===== config.mk =====
export PLATFORM = sky130hd
export DESIGN_NAME = baro_sensor_compensation_filter
export DESIGN_NICKNAME = d
export VERILOG_FILES = /design/src/design/bscf_pkg.sv /design/src/design/baro_sensor_compensation_filter.sv
export SDC_FILE = /design/constraint.sdc
export NUM_CORES = 2
export LEC_CHECK = 0
export BUFFER_PORTS_ARGS = -buffer_cell sky130_fd_sc_hd__clkbuf_2
export CORE_MARGIN = 4
export CORE_UTILIZATION = 51
export DETAILED_ROUTE_END_ITERATION = 8
export PLACE_DENSITY = 0.73
export SLEW_MARGIN = 10
export SYNTH_ARGS = -nofsm -noshare
export SYNTH_HDL_FRONTEND = slang
export SYNTH_SLANG_ARGS = --single-unit

===== constraint.sdc =====
create_clock -name clk -period 18.7 [get_ports clk]
set_input_delay 3.74 -clock clk [delete_from_list [all_inputs] [get_ports clk]]
set_output_delay 3.74 -clock clk [all_outputs]
set_load 0.1 [all_outputs]

===== src/design/bscf_pkg.sv =====
// Shared types and constants for the pressure compensation filter
package bscf_pkg;

  localparam int CalWideW = 48;
  localparam int CalNarW  = 32;
  localparam int CfgIdxW  = 3;

  typedef enum logic [CfgIdxW-1:0] {
    REG_AC123 = 3'd0,
    REG_AC456 = 3'd1,
    REG_B12   = 3'd2,
    REG_MCMD  = 3'd3,
    REG_OSS   = 3'd4
  } cfg_reg_t;

  // sequencer steps; each multiply runs in the shared multiplier, each divide in the serial divider
  typedef enum logic [4:0] {
    ST_IDLE,
    ST_X1_MUL,
    ST_X1_DONE,
    ST_X2_DIV,
    ST_B5,
    ST_SQ_MUL,
    ST_X1P_MUL,
    ST_X2P_MUL,
    ST_B3,
    ST_X1Q_MUL,
    ST_X2Q_MUL,
    ST_B4_MUL,
    ST_B4_CHK,
    ST_B7_MUL,
    ST_Q_DIV,
    ST_P_SQ,
    ST_P_C1,
    ST_P_C2,
    ST_P_FIN,
    ST_OUT
  } state_t;

  localparam logic signed [31:0] K_T0  = 32'sd4000;
  localparam logic signed [31:0] K_C1  = 32'sd3038;
  localparam logic signed [31:0] K_C2  = -32'sd7357;
  localparam logic signed [31:0] K_C3  = 32'sd3791;
  localparam logic [31:0]        K_PSC = 32'd50000;
  localparam logic [31:0]        K_OFS = 32'd32768;
  localparam logic [31:0]        K_MSB = 32'h8000_0000;

endpackage


===== src/design/baro_sensor_compensation_filter.sv =====
// Top level: sequenced compensation with shared multiplier and serial divider
//
// Usage: the input channel carries one raw temperature and one raw pressure
// word per item (in_valid / in_stall). An item is taken only when the block
// is idle; in_stall is high while an item is worked on or its result waits.
// Each item runs through a small sequencer that reuses one 33x33 signed
// multiplier (one product per step) and one restoring divider that produces
// one quotient bit per cycle. A zero temperature divisor or a zero B4 ends
// the item early with a fault result. One item is processed at a time, so
// the next item is taken only after the previous result has been taken.
// The result sits in the output with out_valid high until taken
// (out_stall low); the sequencer waits meanwhile.
// Reset (rst_n low, synchronous) clears the calibration registers to zero,
// oversampling to 3, both histories and the fill count. Configuration is
// written through cfg_wr_en / cfg_index / cfg_data; the user must write it
// only while idle, the block itself does not enforce this.
module baro_sensor_compensation_filter (
  input  logic                               clk,
  input  logic                               rst_n,
  input  logic                               cfg_wr_en,
  input  logic [bscf_pkg::CfgIdxW-1:0]       cfg_index,
  input  logic [bscf_pkg::CalWideW-1:0]      cfg_data,
  input  logic                               in_valid,
  output logic                               in_stall,
  input  logic [15:0]                        in_raw_temperature,
  input  logic [23:0]                        in_raw_pressure,
  output logic                               out_valid,
  input  logic                               out_stall,
  output logic signed [15:0]                 out_temperature_tenths,
  output logic signed [31:0]                 out_pressure_pa,
  output logic                               out_divide_fault,
  output logic                               out_settled
);
  import bscf_pkg::*;

  logic [47:0] ac123_r, ac456_r;
  logic [31:0] b12_r, mcmd_r;
  logic [1:0]  oss_r;

  always_ff @(posedge clk) begin
    if (!rst_n) begin
      ac123_r <= '0;
      ac456_r <= '0;
      b12_r   <= '0;
      mcmd_r  <= '0;
      oss_r   <= 2'd3;
    end else if (cfg_wr_en) begin
      case (cfg_reg_t'(cfg_index))
        REG_AC123: ac123_r <= cfg_data;
        REG_AC456: ac456_r <= cfg_data;
        REG_B12:   b12_r   <= cfg_data[31:0];
        REG_MCMD:  mcmd_r  <= cfg_data[31:0];
        REG_OSS:   oss_r   <= cfg_data[1:0];
        default: ;
      endcase
    end
  end

  logic signed [15:0] ac1, ac2, ac3, b1, b2, mc, md;
  logic [15:0] ac4, ac5, ac6;
  assign ac1 = ac123_r[47:32];
  assign ac2 = ac123_r[31:16];
  assign ac3 = ac123_r[15:0];
  assign ac4 = ac456_r[47:32];
  assign ac5 = ac456_r[31:16];
  assign ac6 = ac456_r[15:0];
  assign b1  = b12_r[31:16];
  assign b2  = b12_r[15:0];
  assign mc  = mcmd_r[31:16];
  assign md  = mcmd_r[15:0];

  state_t st_r, st_nxt;

  logic [15:0] ut_r;
  logic [23:0] up_raw_r;
  logic signed [31:0] x1_r, x2_r, b6_r, sq_r, b3_r, p_r, acc_r;
  logic [31:0] b4_r, b7_r;
  logic signed [15:0] t_r;

  // shared multiplier, 33x33 signed, product registered
  logic signed [32:0] ma, mb;
  logic signed [65:0] prod;
  logic signed [65:0] prod_r;
  assign prod = ma * mb;

  // serial divider (unsigned magnitude, 32 steps)
  logic [5:0]  dcnt_r;
  logic [31:0] dnum_r, dq_r, dden_r;
  logic [31:0] drem_r;
  logic        dneg_r;
  logic        div_go;
  logic [31:0] div_num, div_den;
  logic        div_neg;
  logic [32:0] drem_sh;
  assign drem_sh = {drem_r, dnum_r[31]};

  logic [1:0] fill_r;
  logic signed [31:0] ph_r [3];
  logic signed [15:0] th_r [3];

  // helpers
  logic signed [31:0] den_t;
  logic signed [31:0] pnew;
  logic signed [31:0] b3a;
  logic [31:0] upv;
  logic signed [31:0] psum, x3q, qv;
  logic signed [17:0] tsum;

  assign den_t = x1_r + 32'(md);
  assign upv   = {8'd0, up_raw_r} >> (4'd8 - {2'd0, oss_r});
  assign qv    = b7_r[31] ? {dq_r[29:0], 2'b00} : dq_r;

  always_comb begin
    ma = '0;
    mb = '0;
    case (st_r)
      ST_X1_MUL: begin
        ma = 33'(signed'({1'b0, ut_r})) - 33'(signed'({1'b0, ac6}));
        mb = 33'(signed'({1'b0, ac5}));
      end
      ST_SQ_MUL:  begin ma = 33'(b6_r); mb = 33'(b6_r); end
      ST_X1P_MUL: begin ma = 33'(b2);   mb = 33'(32'(prod_r) >>> 12); end
      ST_X2P_MUL: begin ma = 33'(ac2);  mb = 33'(b6_r); end
      ST_X1Q_MUL: begin ma = 33'(ac3);  mb = 33'(b6_r); end
      ST_X2Q_MUL: begin ma = 33'(b1);   mb = 33'(sq_r); end
      ST_B4_MUL: begin
        ma = 33'(signed'({1'b0, ac4}));
        mb = signed'({1'b0, 32'(x3q + 32'(K_OFS))});
      end
      ST_B7_MUL: begin
        ma = signed'({1'b0, upv - 32'(b3_r)});
        mb = signed'({1'b0, K_PSC >> oss_r});
      end
      ST_P_SQ:  begin ma = 33'(qv >>> 8); mb = 33'(qv >>> 8); end
      ST_P_C1:  begin ma = 33'(32'(prod_r)); mb = 33'(K_C1); end
      ST_P_C2:  begin ma = 33'(K_C2); mb = 33'(p_r); end
      default: ;
    endcase
  end

  // second pressure term comes straight off the registered product
  assign x3q = (32'(x1_r + (32'(prod_r) >>> 16) + 32'sd2)) >>> 2;

  // B4 zero test straight off the registered product
  logic b4_zero;
  assign b4_zero = (prod_r[31:15] == 17'd0);

  // next-state logic
  always_comb begin
    st_nxt = st_r;
    case (st_r)
      ST_IDLE:    if (in_valid) st_nxt = ST_X1_MUL;
      ST_X1_MUL:  st_nxt = ST_X1_DONE;
      ST_X1_DONE: st_nxt = ST_X2_DIV;
      ST_X2_DIV: begin
        if (dcnt_r == 6'd0 && den_t == 32'sd0) st_nxt = ST_OUT;
        else if (dcnt_r == 6'd33) st_nxt = ST_B5;
      end
      ST_B5:      st_nxt = ST_SQ_MUL;
      ST_SQ_MUL:  st_nxt = ST_X1P_MUL;
      ST_X1P_MUL: st_nxt = ST_X2P_MUL;
      ST_X2P_MUL: st_nxt = ST_B3;
      ST_B3:      st_nxt = ST_X1Q_MUL;
      ST_X1Q_MUL: st_nxt = ST_X2Q_MUL;
      ST_X2Q_MUL: st_nxt = ST_B4_MUL;
      ST_B4_MUL:  st_nxt = ST_B4_CHK;
      ST_B4_CHK:  st_nxt = b4_zero ? ST_OUT : ST_B7_MUL;
      ST_B7_MUL:  st_nxt = ST_Q_DIV;
      ST_Q_DIV:   if (dcnt_r == 6'd33) st_nxt = ST_P_SQ;
      ST_P_SQ:    st_nxt = ST_P_C1;
      ST_P_C1:    st_nxt = ST_P_C2;
      ST_P_C2:    st_nxt = ST_P_FIN;
      ST_P_FIN:   st_nxt = ST_OUT;
      ST_OUT:     if (!out_stall) st_nxt = ST_IDLE;
      default:    st_nxt = ST_IDLE;
    endcase
  end

  // output logic
  always_comb begin
    in_stall  = (st_r != ST_IDLE);
    out_valid = (st_r == ST_OUT);
  end

  // divider operand selection (first cycle of a divide)
  always_comb begin
    div_go  = 1'b0;
    div_num = '0;
    div_den = '1;
    div_neg = 1'b0;
    if (st_r == ST_X2_DIV && dcnt_r == 6'd0 && den_t != 32'sd0) begin
      div_go  = 1'b1;
      div_num = (mc < 0) ? 32'(-(32'(mc) <<< 11)) : 32'(32'(mc) <<< 11);
      div_den = den_t[31] ? 32'(-den_t) : den_t;
      div_neg = mc[15] ^ den_t[31];
    end else if (st_r == ST_Q_DIV && dcnt_r == 6'd0) begin
      div_go  = 1'b1;
      div_num = prod_r[31] ? 32'(prod_r) : {prod_r[30:0], 1'b0};
      div_den = b4_r;
    end
  end

  assign b3a  = ((32'(ac1) <<< 2) + x1_r + x2_r) <<< oss_r;

  always_ff @(posedge clk) begin
    if (!rst_n) begin
      st_r   <= ST_IDLE;
      dcnt_r <= '0;
      fill_r <= '0;
      for (int i = 0; i < 3; i++) begin
        ph_r[i] <= '0;
        th_r[i] <= '0;
      end
    end else begin
      st_r <= st_nxt;
      if (div_go) dcnt_r <= 6'd1;
      else if (dcnt_r != 6'd0 && dcnt_r != 6'd33) dcnt_r <= dcnt_r + 6'd1;
      else dcnt_r <= '0;
      if (st_r == ST_P_FIN) begin
        ph_r[2] <= ph_r[1];
        ph_r[1] <= ph_r[0];
        ph_r[0] <= pnew;
        th_r[2] <= th_r[1];
        th_r[1] <= th_r[0];
        th_r[0] <= t_r;
        if (fill_r != 2'd3) fill_r <= fill_r + 2'd1;
      end
    end
  end

  assign pnew = p_r + ((32'(x1_r + (32'(prod_r) >>> 16) + K_C3)) >>> 4);

  // datapath
  always_ff @(posedge clk) begin
    prod_r <= prod;
    if (div_go) begin
      dnum_r <= div_num;
      dden_r <= div_den;
      drem_r <= '0;
      dq_r   <= '0;
      dneg_r <= div_neg;
    end else if (dcnt_r != 6'd0 && dcnt_r != 6'd33) begin
      dnum_r <= {dnum_r[30:0], 1'b0};
      if (drem_sh >= {1'b0, dden_r}) begin
        drem_r <= 32'(drem_sh - {1'b0, dden_r});
        dq_r   <= {dq_r[30:0], 1'b1};
      end else begin
        drem_r <= drem_sh[31:0];
        dq_r   <= {dq_r[30:0], 1'b0};
      end
    end
    case (st_r)
      ST_IDLE: begin
        ut_r     <= in_raw_temperature;
        up_raw_r <= in_raw_pressure;
      end
      ST_X1_DONE: x1_r <= 32'(prod_r >>> 15);
      ST_B5: begin
        x2_r <= dneg_r ? -dq_r : dq_r;
        b6_r <= x1_r + (dneg_r ? -dq_r : dq_r) - K_T0;
        acc_r <= x1_r + (dneg_r ? -dq_r : dq_r) + 32'sd8;
      end
      ST_SQ_MUL: begin
        t_r <= (acc_r >>> 4) > 32'sd32767 ? 16'sd32767 :
               (acc_r >>> 4) < -32'sd32768 ? -16'sd32768 : 16'(acc_r >>> 4);
      end
      ST_X1P_MUL: sq_r <= 32'(prod_r) >>> 12;
      ST_X2P_MUL: x1_r <= 32'(prod_r) >>> 11;
      ST_B3:      x2_r <= 32'(prod_r) >>> 11;
      ST_X1Q_MUL: b3_r <= (32'(b3a + 32'sd2)) >>> 2;
      ST_X2Q_MUL: x1_r <= 32'(prod_r) >>> 13;
      ST_B4_MUL:  x2_r <= 32'(prod_r) >>> 16;
      ST_B4_CHK:  b4_r <= 32'(prod_r) >> 15;
      ST_Q_DIV:   if (dcnt_r == 6'd0) b7_r <= 32'(prod_r);
      ST_P_SQ:    p_r  <= qv;
      ST_P_C1:    x1_r <= 32'(prod_r);
      ST_P_C2:    x1_r <= 32'(prod_r) >>> 16;
      ST_P_FIN:   x2_r <= 32'(prod_r) >>> 16;
      default: ;
    endcase
  end

  logic fault_r;
  always_ff @(posedge clk) begin
    if (st_r == ST_X1_DONE) fault_r <= 1'b0;
    if (st_r == ST_X2_DIV && dcnt_r == 6'd0 && den_t == 32'sd0) fault_r <= 1'b1;
    if (st_r == ST_B4_CHK && b4_zero) fault_r <= 1'b1;
  end

  assign psum = ph_r[2] + ph_r[1] + (ph_r[0] <<< 1);
  assign tsum = 18'(th_r[2]) + 18'(th_r[1]) + (18'(th_r[0]) <<< 1);

  always_comb begin
    out_divide_fault = fault_r;
    out_settled      = (fill_r == 2'd3);
    if (fault_r) begin
      out_temperature_tenths = '0;
      out_pressure_pa        = '0;
    end else begin
      out_temperature_tenths = 16'((tsum + (tsum[17] ? 18'sd3 : 18'sd0)) >>> 2);
      out_pressure_pa = (psum + (psum[31] ? 32'sd3 : 32'sd0)) >>> 2;
    end
  end

endmodule


==> flow_metrics.py <==
metrics = {
    "worst_setup_path": {
        "critPathMaxStageDelay_ps": 960,
        "cp-end-kind": "flop",
        "worstPathRequired_ps": 19270,
        "cp-start-kind": "flop",
        "cp_common_cell": "fa_1",
        "cpMaxStageDelayCell": "ha_1",
        "crit_arrival_ps": 15490,
        "worstSetupPathType": "flop to flop",
        "crit_fanout": 43,
    },
    "timing": {
        "setup_viol": 0,
        "relSlewSlack_pct": 18.02,
        "timing.fmax_ghz": 0.06706,
        "fin_crit_ps": 14910,
        "worst_pin_slew_ps": 1228,
        "fin_hold_ws_ps": 467.6,
        "min_period_over_period_pct": 79.75,
        "finalHoldViolations": 0,
        "slew_violations": 0,
        "finClkSkew_ps": 52.17,
        "rsz0062_at_grt": "false",
        "setup_tns_ps": 0,
    },
    "detailed_routing": {
        "drt_iter0_drc": 7633,
        "wl_um": 267700,
        "antenna_left": 0,
        "first_pass_iters": 9,
        "routedWlPerCell_um": 24.56,
        "vias": 66680,
        "avgViaCountPerCell": 6.118,
        "drc": 153,
    },
    "cts": {
        "root_buffer": "clkbuf_16",
        "insertion_delay_ps": 730,
        "clockBufferDepth": 3,
        "cts_hold_buf": 0,
        "clk_pin_slew_ps": 60,
        "cts_resized": 0,
        "cts_sinks": 772,
        "post_cts_buffers": 0,
        "cts_tree": "yes",
        "cts_buffers": 87,
        "cts.htree.levels": 3,
    },
    "worst_hold_path": {
        "hold_class": "flop to flop",
    },
    "placed_design": {
        "place.gp.congestion": 0.9905,
        "hpwl_um": 196900,
        "dpl_cell_area_mm2": 0.08366,
        "port_buffers": 143,
    },
    "grt": {
        "grtUsageTotal_pct": 32.43,
        "grt_max_degree": 106,
        "grt_pass1_wl_um": 402800,
        "grt_pass1_vias": 66040,
        "antenna_found_initial": 12,
        "overflow": 0,
    },
    "power": {
        "power_density_mw_per_mm2": 196.6,
        "ir_drop_mv": 0.1366,
        "p_leak_nw": 37.50,
        "p_total_mw": 17.04,
    },
    "finish": {
        "nets": 10250,
        "area_growth_pct": 7.541,
        "drive_above_1_share_pct": 7.168,
        "fin_area_mm2": 0.08667,
    },
    "run_status": {
        "violations": "design-rule violations",
        "status": "complete, but fails checks",
    },
    "floorplanning": {
        "num_rows": 145,
        "initial_utilization_pct": 51.47,
        "die-width_um": 405.5,
        "core_mm2": 0.1566,
        "die_h_um": 405.5,
        "die-area_mm2": 0.1644,
        "num_io_pins": 148,
    },
    "synthesis": {
        "synth.avg_cell_area_um2": 9.142,
        "synth.top_cells.by_count": "nand2_1, inv_1, fa_1",
        "synth-edff-count": 485,
        "synth.top_cell.area_share_pct": 22.80,
        "synth_area_mm2": 0.08059,
        "synthMostInstantiatedCell": "nand2_1",
        "postSynthCellCount": 8815,
        "synthFlopType": "edfxtp_1",
        "async_flop_share_pct": 0,
        "synth_top_cell_by_area": "fa_1",
        "synth_warnings": 0,
        "synth.distinct_cells": 116,
        "synth.yosys.seq_area_share_pct": 25.20,
        "ys_top_cells_by_area": "fa_1, edfxtp_1, ha_1",
        "ys_ff_latch": 772,
    },
    "flow_run": {
        "cap_violations": 0,
    },
}
==> power by group <==
| part | total [mW] | switching, mW | internal, mW |
|---|---|---|---|
| Clock | 1.82 | 0.778 | 1.04 |
| Combinational | 12.4 | 8.18 | 4.24 |
| Sequential | 2.80 | 0.392 | 2.41 |
==> logic make-up (layout without fill, tap and decap cells) <==
logic type      count (synthesis)  in the layout  synth area share, %
mux                           149            149                1.984
xor+xnor                      570            570                6.285
simple gates                 2969           2969                16.76
buf+inv                      1456           1469                6.814
other cells                     1             13             0.004653
compound gates               1506           1506                12.79
flops                         772            772                25.20
fa+ha+maj                    1392           1392                30.16
==> worst paths after layout <==
kind / from / endpoint / slack, ps / cells past startpoint
hold / removal: ac123_r[16]$_SDFFE_PN0P_ / ac123_r[16]$_SDFFE_PN0P_ / 470 / 2
setup reg to reg: oss_r[1]$_SDFFE_PN1P_ / prod_r[45]$_DFF_P_ / 3790 / 48
setup / recovery: oss_r[1]$_SDFFE_PN1P_ / prod_r[45]$_DFF_P_ / 3790 / 48
hold reg to reg: ac123_r[16]$_SDFFE_PN0P_ / ac123_r[16]$_SDFFE_PN0P_ / 470 / 2
==> state kept, by name, indices dropped and copies added, names as in the netlist, 17 cells and up <==
| name | count |
|---|---|
| dq_r | 32 |
| dnum_r | 32 |
| acc_r | 28 |
| x2_r | 32 |
| ac123_r | 48 |
| prod_r | 47 |
| b12_r | 32 |
| dden_r | 32 |
| b6_r | 32 |
| b3_r | 30 |
| b4_r | 17 |
| p_r | 32 |
| th_r | 48 |
| mcmd_r | 32 |
| up_raw_r | 20 |
| ph_r | 96 |
| drem_r | 32 |
| ac456_r | 48 |
| x1_r | 32 |
| sq_r | 20 |
==> worst max-delay path: cells and delay by family (launching register included) <==
kind,cells,cell delay (ps)
AOI/OAI and AO/OA,19,5560
DFF,1,300
adders and majority gates,12,5960
xor gates and xnor gates,1,170
and+or+nand+nor,7,940
buffers and inverters,9,1770
==> routing by layer <==
layer / track usage (%) / wire [um]
met1: 43.51 / 104200
met2: 48.74 / 115200
met3: 9.274 / 32910
met4: 14.89 / 15190
met5: 0.5650 / 203
==> cell usage in the layout, fill, tap and decap left out, types with 215 or more instances in the layout <==
master	netlist	final
edfxtp_1	485	485
nor2_1	540	526
ha_1	474	474
fa_1	918	918
nand2_1	1485	1483
xnor2_1	377	377
a21oi_1	353	352
o21ai_0	221	215
inv_1	1007	1006
dfxtp_1	287	284
==> per-stage QoR <==
| stage | std cells | setup WS [ps] | util (%) |
|---|---|---|---|
| 5_1_grt | 10890 | 3020 | 55.34 |
| 3_3_place_gp | 10730 | 4379 | 53.43 |
| 3_5_place_dp | 10730 | 4220 | 53.43 |
| 2_1_floorplan | 8818 | 5357 | - |
| 4_1_cts | 10890 | 4148 | 55.34 |
| 6_report | 10900 | 3787 | 55.35 |
==> final cells by class <==
| class | count | area [um2] |
|---|---|---|
| Fill cell | 13800 | 69900 |
| Inverter | 1010 | 3791 |
| Clock buffer | 117 | 2444 |
| Tap cell | 2058 | 2575 |
| Antenna cell | 9 | 22.52 |
| Sequential cell | 772 | 20310 |
| Clock inverter | 46 | 540.5 |
| Timing Repair Buffer | 296 | 1871 |
| Multi-Input combinational cell | 6590 | 55110 |
Power figures use the tool's default switching activity.
